### config.mk
export PLATFORM = sky130hd
export DESIGN_NAME = cache_tag_lookup_random_replace_unit
export DESIGN_NICKNAME = d
export VERILOG_FILES = /design/src/rtl/ctlrr_pkg.sv /design/src/rtl/cache_tag_lookup_random_replace_unit.sv
export VERILOG_INCLUDE_DIRS = /design/src /design/src/rtl
export SDC_FILE = /design/constraint.sdc
export NUM_CORES = 2
export LEC_CHECK = 0
export BUFFER_PORTS_ARGS = -buffer_cell sky130_fd_sc_hd__buf_2
export CAP_MARGIN = 20
export CELL_PAD_IN_SITES_DETAIL_PLACEMENT = 1
export CELL_PAD_IN_SITES_GLOBAL_PLACEMENT = 2
export CORE_AREA = 8 8 827 420
export CTS_CLUSTER_DIAMETER = 80
export DETAILED_ROUTE_END_ITERATION = 8
export DIE_AREA = 0 0 835 428
export PLACE_DENSITY_LB_ADDON = 0.1
export SLEW_MARGIN = 20
export SYNTH_ARGS = -nofsm -noshare
export SYNTH_HDL_FRONTEND = slang
export SYNTH_SLANG_ARGS = --single-unit
export TNS_END_PERCENT = 5
### constraint.sdc
create_clock -name clock -period 9.3 [get_ports clock]
set_input_delay 0.93 -clock clock [delete_from_list [all_inputs] [get_ports clock]]
set_output_delay 0.93 -clock clock [all_outputs]
set_load 0.01 [all_outputs]
### src/rtl/cache_tag_lookup_random_replace_unit_defines.svh
// Assertion macros shared by the tag lookup unit.
`ifndef CACHE_TAG_LOOKUP_RANDOM_REPLACE_UNIT_DEFINES_SVH
`define CACHE_TAG_LOOKUP_RANDOM_REPLACE_UNIT_DEFINES_SVH

// Same-cycle implication, checked outside of reset.
`define CTLRR_ASSERT_IMPL(label, clk, rst, ante, cons) \
   label: assert property (@(posedge clk) disable iff (rst) (ante) |-> (cons)) \
      else $error("same-cycle implication failed");

// Next-cycle implication, checked outside of reset.
`define CTLRR_ASSERT_NEXT(label, clk, rst, ante, cons) \
   label: assert property (@(posedge clk) disable iff (rst) (ante) |=> (cons)) \
      else $error("next-cycle implication failed");

`endif

### src/rtl/ctlrr_pkg.sv
package ctlrr_pkg;

   localparam int LINES_DEFAULT = 64;
   localparam int BLOCK_W       = 32;
   localparam int LINE_INDEX_W  = 6;
   localparam int MAP_MODE_W    = 2;
   localparam int WAYS_LOG2_W   = 3;
   localparam int CSR_INDEX_W   = 4;
   localparam int CSR_DATA_W    = 3;
   localparam int LFSR_W        = 16;
   localparam logic [LFSR_W-1:0] LFSR_SEED = 16'hACE1;

   localparam logic [MAP_MODE_W-1:0] MODE_DIRECT = 2'd0;
   localparam logic [MAP_MODE_W-1:0] MODE_FULL   = 2'd1;

   localparam logic [CSR_INDEX_W-1:0] CSR_MAP_MODE  = 4'd0;
   localparam logic [CSR_INDEX_W-1:0] CSR_WAYS_LOG2 = 4'd1;

   typedef enum logic [2:0] {
      ST_CLEAR,
      ST_IDLE,
      ST_DIV_BLOCK,
      ST_SETUP,
      ST_SCAN,
      ST_DIV_VICTIM,
      ST_WRITE,
      ST_RESP
   } ctlrr_state_type;

   // Fibonacci LFSR, polynomial x^16+x^14+x^13+x^11+1, shifting right.
   function automatic logic [LFSR_W-1:0] lfsr_next(input logic [LFSR_W-1:0] v);
      logic fb;
      fb = v[0] ^ v[2] ^ v[3] ^ v[5];
      return {fb, v[LFSR_W-1:1]};
   endfunction

endpackage

### src/rtl/cache_tag_lookup_random_replace_unit.sv
// Channel   Direction  Handshake               Payload
// req_      in         req_valid / req_ready   req_block_number[31:0]
// rsp_      out        rsp_valid / rsp_ready   rsp_hit, rsp_line_index[5:0]
// csr_      in         csr_write_enable        csr_index[3:0], csr_write_data[2:0]
//
// One item at a time. The 32-step shift-subtract divider first splits an accepted block
// number into set and tag; the tag memory, one read per cycle, then scans the set in
// ascending order. A miss writes the tag to a victim line, picked at random by the divider
// when the mode is not direct mapped.
// After reset the unit clears every line of the tag memory before the first transfer.
// A finished result waits in the output register; the next item is taken meanwhile.
module cache_tag_lookup_random_replace_unit #(
   parameter int LINES = ctlrr_pkg::LINES_DEFAULT
) (
   input  logic                                 clock,
   input  logic                                 reset,
   input  logic                                 req_valid,
   output logic                                 req_ready,
   input  logic [ctlrr_pkg::BLOCK_W-1:0]        req_block_number,
   output logic                                 rsp_valid,
   input  logic                                 rsp_ready,
   output logic                                 rsp_hit,
   output logic [ctlrr_pkg::LINE_INDEX_W-1:0]   rsp_line_index,
   input  logic                                 csr_write_enable,
   input  logic [ctlrr_pkg::CSR_INDEX_W-1:0]    csr_index,
   input  logic [ctlrr_pkg::CSR_DATA_W-1:0]     csr_write_data
);

   import ctlrr_pkg::*;

`include "cache_tag_lookup_random_replace_unit_defines.svh"

   // LW addresses a line; DW holds a count of lines up to LINES itself.
   localparam int LW     = $clog2(LINES);
   localparam int DW     = $clog2(LINES + 1);
   localparam int DIV_N  = BLOCK_W;
   localparam int CNT_W  = $clog2(DIV_N);
   localparam int ENTRY_W = BLOCK_W + 1;

   // Each entry holds a valid bit on top of the 32-bit tag.
   logic [ENTRY_W-1:0] tag_mem [LINES];
   logic [ENTRY_W-1:0] mem_rdata_ff;
   logic               mem_we;
   logic [LW-1:0]      mem_waddr;
   logic [ENTRY_W-1:0] mem_wdata;
   logic [LW-1:0]      mem_raddr;

   ctlrr_state_type state_ff, state_in;

   logic [MAP_MODE_W-1:0]  map_mode_ff, map_mode_in;
   logic [WAYS_LOG2_W-1:0] ways_log2_ff, ways_log2_in;
   logic [LFSR_W-1:0]      lfsr_ff, lfsr_in;
   logic [LW-1:0]          clr_cnt_ff, clr_cnt_in;

   logic [DW-1:0]      div_rem_ff, div_rem_in;
   logic [DIV_N-1:0]   div_quo_ff, div_quo_in;
   logic [DW-1:0]      div_den_ff, div_den_in;
   logic [CNT_W-1:0]   div_cnt_ff, div_cnt_in;

   logic [BLOCK_W-1:0]     tag_ff, tag_in;
   logic [LW-1:0]          base_ff, base_in;
   logic [DW-1:0]          ways_ff, ways_in;
   logic [WAYS_LOG2_W-1:0] shift_ff, shift_in;
   logic                   full_ff, full_in;
   logic                   dir_ff, dir_in;

   logic [DW-1:0] scan_cnt_ff, scan_cnt_in;
   logic          rd_pend_ff, rd_pend_in;
   logic          rd_last_ff, rd_last_in;
   logic [LW-1:0] rd_line_ff, rd_line_in;

   logic          res_hit_ff, res_hit_in;
   logic [LW-1:0] res_line_ff, res_line_in;

   logic                    rsp_valid_ff, rsp_valid_in;
   logic                    rsp_hit_ff, rsp_hit_in;
   logic [LINE_INDEX_W-1:0] rsp_line_index_ff, rsp_line_index_in;

   // Helper terms.
   logic                   accept;
   logic                   rsp_free;
   logic                   div_done;
   logic [DW:0]            div_trial;
   logic                   div_ge;
   logic [DW-1:0]          div_rem_step;
   logic                   scan_issue;
   logic [LW-1:0]          scan_addr;
   logic                   rd_match;
   logic                   rd_miss_done;
   logic [LW-1:0]          victim_line;
   logic                   geo_full;
   logic [WAYS_LOG2_W-1:0] geo_shift;
   logic [DW-1:0]          geo_ways;
   logic [DW-1:0]          geo_sets;

   // Geometry from the mode registers. A set-associative way count that would
   // exceed the store collapses into one fully associative set.
   always_comb begin
      geo_full  = 1'b0;
      geo_shift = '0;
      if (map_mode_ff == MODE_FULL) begin
         geo_full = 1'b1;
      end else if (map_mode_ff != MODE_DIRECT) begin
         geo_shift = ways_log2_ff;
         geo_full  = (32'(ways_log2_ff) > 32'(DW - 1));
      end
      geo_ways = geo_full ? DW'(LINES) : (DW'(1) << geo_shift);
      geo_sets = geo_full ? DW'(1) : (DW'(LINES) >> geo_shift);
   end

   // Restoring divider, one quotient bit per cycle. It splits the block number
   // into set and tag, and later reduces the LFSR value modulo the way count.
   assign div_trial    = {div_rem_ff, div_quo_ff[DIV_N-1]};
   assign div_ge       = (div_trial >= {1'b0, div_den_ff});
   assign div_rem_step = div_ge ? DW'(div_trial - {1'b0, div_den_ff}) : DW'(div_trial);
   assign div_done     = (div_cnt_ff == CNT_W'(DIV_N - 1));

   assign accept   = req_valid && req_ready;
   assign rsp_free = !rsp_valid_ff || rsp_ready;

   // Lines of the set are read in ascending order; each compare follows in the cycle after its read.
   assign scan_addr    = base_ff + LW'(scan_cnt_ff);
   assign scan_issue   = (state_ff == ST_SCAN) && (scan_cnt_ff < ways_ff);
   assign rd_match     = rd_pend_ff && mem_rdata_ff[BLOCK_W] &&
                         (mem_rdata_ff[BLOCK_W-1:0] == tag_ff);
   assign rd_miss_done = rd_pend_ff && !rd_match && rd_last_ff;
   assign victim_line  = dir_ff ? base_ff : (base_ff + LW'(div_rem_ff));

   // Next state.
   always_comb begin
      state_in = state_ff;
      unique case (state_ff)
         ST_CLEAR: begin
            if (clr_cnt_ff == LW'(LINES - 1)) begin
               state_in = ST_IDLE;
            end
         end
         ST_IDLE: begin
            if (accept) begin
               state_in = ST_DIV_BLOCK;
            end
         end
         ST_DIV_BLOCK: begin
            if (div_done) begin
               state_in = ST_SETUP;
            end
         end
         ST_SETUP: begin
            state_in = ST_SCAN;
         end
         ST_SCAN: begin
            priority if (rd_match) begin
               state_in = ST_RESP;
            end else if (rd_miss_done) begin
               state_in = dir_ff ? ST_WRITE : ST_DIV_VICTIM;
            end else begin
               state_in = ST_SCAN;
            end
         end
         ST_DIV_VICTIM: begin
            if (div_done) begin
               state_in = ST_WRITE;
            end
         end
         ST_WRITE: begin
            state_in = ST_RESP;
         end
         ST_RESP: begin
            if (rsp_free) begin
               state_in = ST_IDLE;
            end
         end
         default: begin
            state_in = ST_IDLE;
         end
      endcase
   end

   // Control outputs: handshake and memory ports.
   always_comb begin
      req_ready = 1'b0;
      mem_we    = 1'b0;
      mem_waddr = victim_line;
      mem_wdata = {1'b1, tag_ff};
      mem_raddr = scan_addr;
      unique case (state_ff)
         ST_CLEAR: begin
            mem_we    = 1'b1;
            mem_waddr = clr_cnt_ff;
            mem_wdata = '0;
         end
         ST_IDLE: begin
            req_ready = 1'b1;
         end
         ST_WRITE: begin
            mem_we = 1'b1;
         end
         default: begin
            mem_we = 1'b0;
         end
      endcase
   end

   // Datapath next values.
   always_comb begin
      map_mode_in       = map_mode_ff;
      ways_log2_in      = ways_log2_ff;
      lfsr_in           = lfsr_ff;
      clr_cnt_in        = clr_cnt_ff;
      div_rem_in        = div_rem_ff;
      div_quo_in        = div_quo_ff;
      div_den_in        = div_den_ff;
      div_cnt_in        = div_cnt_ff;
      tag_in            = tag_ff;
      base_in           = base_ff;
      ways_in           = ways_ff;
      shift_in          = shift_ff;
      full_in           = full_ff;
      dir_in            = dir_ff;
      scan_cnt_in       = scan_cnt_ff;
      rd_pend_in        = 1'b0;
      rd_last_in        = rd_last_ff;
      rd_line_in        = rd_line_ff;
      res_hit_in        = res_hit_ff;
      res_line_in       = res_line_ff;
      rsp_valid_in      = rsp_valid_ff && !rsp_ready;
      rsp_hit_in        = rsp_hit_ff;
      rsp_line_index_in = rsp_line_index_ff;

      if (csr_write_enable) begin
         if (csr_index == CSR_MAP_MODE) begin
            map_mode_in = csr_write_data[MAP_MODE_W-1:0];
         end else if (csr_index == CSR_WAYS_LOG2) begin
            ways_log2_in = csr_write_data[WAYS_LOG2_W-1:0];
         end
      end

      unique case (state_ff)
         ST_CLEAR: begin
            clr_cnt_in = clr_cnt_ff + LW'(1);
         end
         ST_IDLE: begin
            if (accept) begin
               div_quo_in = req_block_number;
               div_rem_in = '0;
               div_den_in = geo_sets;
               div_cnt_in = '0;
               ways_in    = geo_ways;
               shift_in   = geo_shift;
               full_in    = geo_full;
               dir_in     = (map_mode_ff == MODE_DIRECT);
            end
         end
         ST_DIV_BLOCK, ST_DIV_VICTIM: begin
            div_quo_in = {div_quo_ff[DIV_N-2:0], div_ge};
            div_rem_in = div_rem_step;
            div_cnt_in = div_cnt_ff + CNT_W'(1);
         end
         ST_SETUP: begin
            // Quotient is the tag, remainder the set; the set starts at set * ways.
            tag_in      = div_quo_ff;
            base_in     = full_ff ? '0 : LW'(div_rem_ff << shift_ff);
            scan_cnt_in = '0;
         end
         ST_SCAN: begin
            if (scan_issue) begin
               scan_cnt_in = scan_cnt_ff + DW'(1);
               rd_pend_in  = 1'b1;
               rd_line_in  = scan_addr;
               rd_last_in  = (scan_cnt_ff == (ways_ff - DW'(1)));
            end
            priority if (rd_match) begin
               res_hit_in  = 1'b1;
               res_line_in = rd_line_ff;
            end else if (rd_miss_done) begin
               res_hit_in = 1'b0;
               if (!dir_ff) begin
                  // Random replacement: step the LFSR, then reduce it modulo ways.
                  lfsr_in    = lfsr_next(lfsr_ff);
                  div_quo_in = DIV_N'(lfsr_next(lfsr_ff));
                  div_rem_in = '0;
                  div_den_in = ways_ff;
                  div_cnt_in = '0;
               end
            end else begin
               res_hit_in = res_hit_ff;
            end
         end
         ST_WRITE: begin
            res_line_in = victim_line;
         end
         ST_RESP: begin
            if (rsp_free) begin
               rsp_valid_in      = 1'b1;
               rsp_hit_in        = res_hit_ff;
               rsp_line_index_in = LINE_INDEX_W'(res_line_ff);
            end
         end
         default: begin
            clr_cnt_in = clr_cnt_ff;
         end
      endcase
   end

   // Tag memory: one write port, one registered read port.
   always_ff @(posedge clock) begin
      if (mem_we) begin
         tag_mem[mem_waddr] <= mem_wdata;
      end
      mem_rdata_ff <= tag_mem[mem_raddr];
   end

   always_ff @(posedge clock) begin
      if (reset) begin
         state_ff     <= ST_CLEAR;
         map_mode_ff  <= MODE_DIRECT;
         ways_log2_ff <= WAYS_LOG2_W'(1);
         lfsr_ff      <= LFSR_SEED;
         clr_cnt_ff   <= '0;
         rd_pend_ff   <= 1'b0;
         rsp_valid_ff <= 1'b0;
      end else begin
         state_ff     <= state_in;
         map_mode_ff  <= map_mode_in;
         ways_log2_ff <= ways_log2_in;
         lfsr_ff      <= lfsr_in;
         clr_cnt_ff   <= clr_cnt_in;
         rd_pend_ff   <= rd_pend_in;
         rsp_valid_ff <= rsp_valid_in;
      end
   end

   always_ff @(posedge clock) begin
      div_rem_ff        <= div_rem_in;
      div_quo_ff        <= div_quo_in;
      div_den_ff        <= div_den_in;
      div_cnt_ff        <= div_cnt_in;
      tag_ff            <= tag_in;
      base_ff           <= base_in;
      ways_ff           <= ways_in;
      shift_ff          <= shift_in;
      full_ff           <= full_in;
      dir_ff            <= dir_in;
      scan_cnt_ff       <= scan_cnt_in;
      rd_last_ff        <= rd_last_in;
      rd_line_ff        <= rd_line_in;
      res_hit_ff        <= res_hit_in;
      res_line_ff       <= res_line_in;
      rsp_hit_ff        <= rsp_hit_in;
      rsp_line_index_ff <= rsp_line_index_in;
   end

   assign rsp_valid      = rsp_valid_ff;
   assign rsp_hit        = rsp_hit_ff;
   assign rsp_line_index = rsp_line_index_ff;

   // The LFSR can never lock up at zero.
   `CTLRR_ASSERT_IMPL(a_lfsr_nonzero, clock, reset, 1'b1, lfsr_ff != '0)
   // A direct-mapped lookup never moves the LFSR.
   `CTLRR_ASSERT_NEXT(a_direct_lfsr_still, clock, reset,
                      (state_ff == ST_SCAN) && dir_ff, $stable(lfsr_ff))
   // The scan never reads past the end of the set.
   `CTLRR_ASSERT_IMPL(a_scan_bound, clock, reset, state_ff == ST_SCAN, scan_cnt_ff <= ways_ff)
   // An accepted transfer always starts the block division.
   `CTLRR_ASSERT_NEXT(a_accept_starts, clock, reset, accept, state_ff == ST_DIV_BLOCK)

endmodule
# [Word-level counts from Yosys, hierarchy flattened]
# Memory sizes are Yosys's and may differ from the RTL's. A register that Yosys moved wholly into a read port is not among the register bits.
# Cells that the tools add are included.
[classes] n_eq_ne=23 magnitude_cmp=3 n_mux=50 reduce_logical=35 addsub=7 shifts=3 bitwise_logic=7
[ops] operator="32-bit two-way mux" n=4
[ops] operator="32-bit one-hot mux with 3 select lines" n=1
[ops] operator="7-bit two-way mux" n=11
[ops] operator="33-bit two-way mux" n=1
[ops] operator="32-bit equality test" n=1
[ops] operator="7-bit one-hot mux with 2 select lines" n=2
[ops] operator="3-bit one-hot mux with 8 select lines" n=1
[ops] operator="3-bit two-way mux" n=7
[ops] operator="7-bit one-hot mux with 3 select lines" n=1
[ops] operator="5-bit two-way mux" n=4
[ops] operator="2-bit inequality test, second input constant" n=10
[ops] operator="6-bit two-way mux" n=3
[ops] operator="5-bit one-hot mux with 3 select lines" n=1
[ops] operator="5-bit AND reduction" n=3
[ops] operator="2-bit AND reduction" n=7
[ops] operator="6-bit adder" n=2
[ops] operator="3-bit equality test, second input constant" n=4
[ops] operator="6-bit one-hot mux with 2 select lines" n=1
[ops] operator="1-bit two-way mux" n=10
[ops] operator="2-bit nonzero test" n=5
[ops] operator="8-bit by 7-bit greater-or-equal comparator with 1-bit output" n=1
[ops] operator="7-bit by 1-bit adder with 7-bit output, second input constant" n=1
[ops] operator="7-bit equality test" n=1
[ops] operator="1-bit logical AND" n=7
[ops] operator="other kinds (27)" n=39
[word_totals] elab_cells=153 output_inout_bits=9 mem_bits_rw=2112 regBits=161 mem_count=1 inputBits=44
[memory_table] name="tag_mem" depth=64 word_bits=33 rd=1 rd_clocked_by_memory_dff=1 write_ports=1 line_no="cache_tag_lookup_random_replace_unit.sv:41" text="logic [ENTRY_W-1:0] tag_mem [LINES];"

# [Depth between registers and ports, before layout]
[logic_depth] ltp_word=8 depth_mapped=10 mapped_depth_nobuf=9

# [Least setup slack after synthesis]
# No wires, ideal clock.
[synth_path] path_type="register to register" startpoint="register tag_ff[23]" endpoint="register div_cnt_ff[0], enable pin" arrival_time_ps=5430 path_stages_with_launch=7 n_path_buf=0 setup_ps=567 synth_period_minus_slack_ps=5997 path_slack_ps=3303 required_time_ps=8733 cell_sequence="edfxtp_1 > xor2_1 > nor4_1 > nand4_1 > nor4b_1 > and4b_1 > o41ai_1"
[synth_via] elab_chain_cells=7 elab_cells_between_ends=8 classes_between="eq/ne: 3; reduce/logical: 5"
[synth_lines] element="start: declaration" line_no="cache_tag_lookup_random_replace_unit.sv:60" text="logic [BLOCK_W-1:0] tag_ff, tag_in;"
[synth_lines] element="start signal: assignment" line_no="cache_tag_lookup_random_replace_unit.sv:338" text="tag_ff <= tag_in;"
[synth_lines] element="32-bit equality test (*)" line_no="cache_tag_lookup_random_replace_unit.sv:125" text="(mem_rdata_ff[BLOCK_W-1:0] == tag_ff);"
[synth_lines] element="1-bit logical AND (*)" line_no="cache_tag_lookup_random_replace_unit.sv:124" text="assign rd_match = rd_pend_ff && mem_rdata_ff[BLOCK_W] &&"
[synth_lines] element="1-bit zero test" line_no="cache_tag_lookup_random_replace_unit.sv:126" text="assign rd_miss_done = rd_pend_ff && !rd_match && rd_last_ff;"
[synth_lines] element="1-bit logical AND (2 in series)" line_no="cache_tag_lookup_random_replace_unit.sv:126"
[synth_lines] element="2-bit inequality test (no line)"
[synth_lines] element="5-bit AND reduction (no line) (*)"
[synth_lines] element="end signal: assignment" line_no="cache_tag_lookup_random_replace_unit.sv:337" text="div_cnt_ff <= div_cnt_in;"
[synth_lines] element="end: declaration" line_no="cache_tag_lookup_random_replace_unit.sv:58" text="logic [CNT_W-1:0] div_cnt_ff, div_cnt_in;"
# Every way passes the cells marked *; elsewhere a longest branch is shown, timed or not.
# A chain may end at the register's enable or synchronous reset.

# [Worst setup path after layout]
[layout_path] startpoint="register state_ff[0]" endpoint="memory tag_mem[58][10] in the netlist's numbering, enable pin"
[layout_via] elab_chain_cells=5 elab_cells_between_ends=7 classes_between="eq/ne: 1; mux: 4; reduce/logical: 2"
[layout_lines] element="start: declaration" line_no="cache_tag_lookup_random_replace_unit.sv:48" text="ctlrr_state_type state_ff, state_in;"
[layout_lines] element="start signal: assignment" line_no="cache_tag_lookup_random_replace_unit.sv:323" text="state_ff <= state_in;"
[layout_lines] element="3-bit equality test or 3-bit zero test (tied branches)" line_no="cache_tag_lookup_random_replace_unit.sv:186" text="unique case (state_ff)"
[layout_lines] element="2-bit OR reduction (no line)"
[layout_lines] element="1-bit two-way mux" line_no="cache_tag_lookup_random_replace_unit.sv:186"
[layout_lines] element="1-bit two-way mux" line_no="cache_tag_lookup_random_replace_unit.sv:307" text="if (mem_we) begin"
[layout_lines] element="1-bit two-way mux (not written as such)" line_no="cache_tag_lookup_random_replace_unit.sv:308" text="tag_mem[mem_waddr] <= mem_wdata;"
[layout_lines] element="end: declaration" line_no="cache_tag_lookup_random_replace_unit.sv:41"
# Several ways; a longest one is shown, not always the timed one.

==> reports/metrics.yaml <==
power.leakage_nw: 32.29
drive_gt1_frac: 0.2720
dieArea_um2: 357400
yosys_warnings: 0
maxSlewHeadroom: 0.2123
worst-path-max-fanout: 72
synthesis.area_um2: 90250
synth_seq_area_share: 0.7601
grt_overflow: 0
drv_slew: 0
fp.dieW_um: 835
r2r_start: "state_ff[0]"
grt_usage: 0.1567
synth-edff-count: 2241
end_kind: "flip-flop"
final_common_cell: "edfxtp_1"
setup_viol_count_final: 0
min_period_over_period: 0.6035
hold_viol: 0
clk_path_buf_depth: 4
grt_pass1_vias: 45540
final_cell_area_um2: 104500
syn_nets: 4324
dpl_worst_slack_ps: 3659
routed_wire_length_per_instance_um: 31.46
cts_buffers: 220
max-cap-violations: 0
numClockSinks: 2306
hold_path.class: "primary input to flip-flop"
grt_max_degree: 96
antenna_found_initial: 25
p_int_w: 0.01683
synth_top_flop_cell: "edfxtp_1"
syn_avg_cell_area_um2: 21.24
ant_nets: 0
power_switching_w: 0.004255
fin_skew_ps: 88.90
cts.htree.levels: 4
seqPwrFrac: 0.536
final_nets: 4528
cts_resized: 0
syn-instance-count: 4248
fillCellCount: 33310
async_flop_share: 0
placedCellCount: 8743
rrSetupSlack_ps: 3690
die_y_um: 428
dpl.hpwl_um: 167200
grt_pass1_wl_um: 397000
min-delay-start: "csr_write_data[0]"
rows: 151
layout_common_cells: "2241 x edfxtp_1, 528 x mux4_2, 289 x mux2i_1, 223 x clkbuf_16, 139 x nor2_1"
p_comb_frac: 0.007
viasPerCell: 4.779
status: "completed"
arrival_ps: 6100
setup_ws_ps: 3688
drc: 0
start_util: 0.2685
powerDensity_nw_per_um2: 201.7
worst_skew_pair.late_latency_ps: 910
cts-root-buf: "clkbuf_16"
period_minus_slack_ps: 5612
ys_types: 68
cts_setup_buffers: 0
start_kind: "flip-flop"
cts_hold_buf: 0
synth_seq_cells: 2306
gp_congestion: 0.7421
instances_no_fill: 9150
ios: 53
critPathLaunch: "state_ff[0]"
wl_um: 287900
critPathRequiredTime_ps: 9780
cts_tree: "done"
power_w: 0.02108
criticalPathCategory: "flip-flop to flip-flop"
peakVddDrop_mv: 0.1341
core_area_um2: 336100
firstDrtPassIters: 7
p_sw_frac: 0.2019
portBuffers: 52
syn_to_final_growth_pct: 15.81
finalSetupTns_ps: 0
tightest_slew_ps: 1177
clk_pin_slew_ps: 60
max_freq_ghz: 0.1782
placedInstanceArea_um2: 97000
drt_iter0_drc: 4335
p_clk_frac: 0.457
rsz0062_at_grt: "no"
num_vias: 43730
[worst paths after layout]
| path | endpoint | cells past startpoint |
|---|---|---|
| max | tag_mem[58][10] | 10 |
| max reg2reg | tag_mem[58][10] | 10 |
| min reg2reg | tag_ff[7] | 0 |
| min | map_mode_ff[0] | 3 |
[power groups by stage]
stage / Combinational (W) / Clock [W] / Sequential (W)
after global placement: 0.000143 / 0 / 0.0115
after floorplan: 0.0000678 / 0 / 0.0115
after CTS: 0.000144 / 0.00996 / 0.0113
final: 0.000141 / 0.00964 / 0.0113
after detailed placement: 0.000144 / 0 / 0.0115
after global routing: 0.000151 / 0.0103 / 0.0113
[critical path: stages, from the launching register on]
cell and delay [ps]:
dfxtp_1 530, nor3_4 470, clkinv_2 590, buf_4 580, nand2_1 170, or4_4 130, and3_1 170, buf_4 380
nand3_1 600, nor2_4 1020, buf_4 510
[layer usage]
metal	global-route usage	wire [um]	vias to the layer above
met1	0.2626	157600	24400
met5	0	13	-
met3	0.02797	13270	285
li1	-	-	18090
met2	0.2083	112900	949
met4	0.02382	4104	2
[cells in the mapped netlist (all sizes together), types with 4 or more instances]
cell,count,area share
xor2,41,0.0040
nor2b,10,0.00069
a22oi,50,0.0042
clkbuf,102,0.0042
a21oi,91,0.0051
edfxtp,2241,0.75
and3,7,0.00049
nand2,86,0.0037
o21a,7,0.00060
nor4,17,0.0012
a211oi,5,0.00047
ha,29,0.0040
o21ai,23,0.0013
and2,39,0.0027
dfxtp,65,0.014
nor3b,6,0.00050
xnor2,20,0.0019
o221ai,33,0.0032
mux2,74,0.0092
a32o,16,0.0018
o31ai,4,0.00033
inv,28,0.0012
mux4,528,0.13
nand3,22,0.0012
nor2,175,0.0073
nand2b,19,0.0013
nor3,52,0.0040
mux2i,290,0.032
buf,116,0.0066
a31oi,7,0.00049
nand4,7,0.00049
[per-stage QoR]
step                hold WS [ps]    util
global route               263.3  0.3109
floorplan                  400.3       -
global placement           443.8  0.2885
detailed placement         438.9  0.2886
CTS                        232.6  0.3109
finish                     334.2  0.3109
[layout make-up]
cell class / instances / area, um2 / area share
diodes: 5 / 12.51 / 0.0001197
multi-input cells: 1696 / 21140 / 0.2022
inverters: 28 / 106.4 / 0.001018
clock inverters: 131 / 1620 / 0.01550
repair buffers: 200 / 1521 / 0.01456
clock buffers: 271 / 5871 / 0.05617
well taps: 4513 / 5647 / 0.05403
flip-flops and latches: 2306 / 68600 / 0.6564
[flip-flops by register name, indices dropped and copies added, names as in the netlist, 5 cells and up]
register	count
tag_mem	2112
mem_rdata_ff	33
div_quo_ff	32
tag_ff	32
lfsr_ff	16
div_den_ff	7
div_rem_ff	7
scan_cnt_ff	7
ways_ff	7
base_ff	6
clr_cnt_ff	6
rd_line_ff	6
res_line_ff	6
rsp_line_index	6
div_cnt_ff	5
[cells by family after synthesis]
kind of cell,synth area share
multiplexers,0.1732
AO/OA/AOI/OAI,0.01933
buffers and inverters,0.01205
adder cells (fa/ha/maj),0.004686
XOR/XNOR,0.005920
flip-flops,0.7601
AND/OR/NAND/NOR,0.02471
Power figures use the tool's default switching activity.
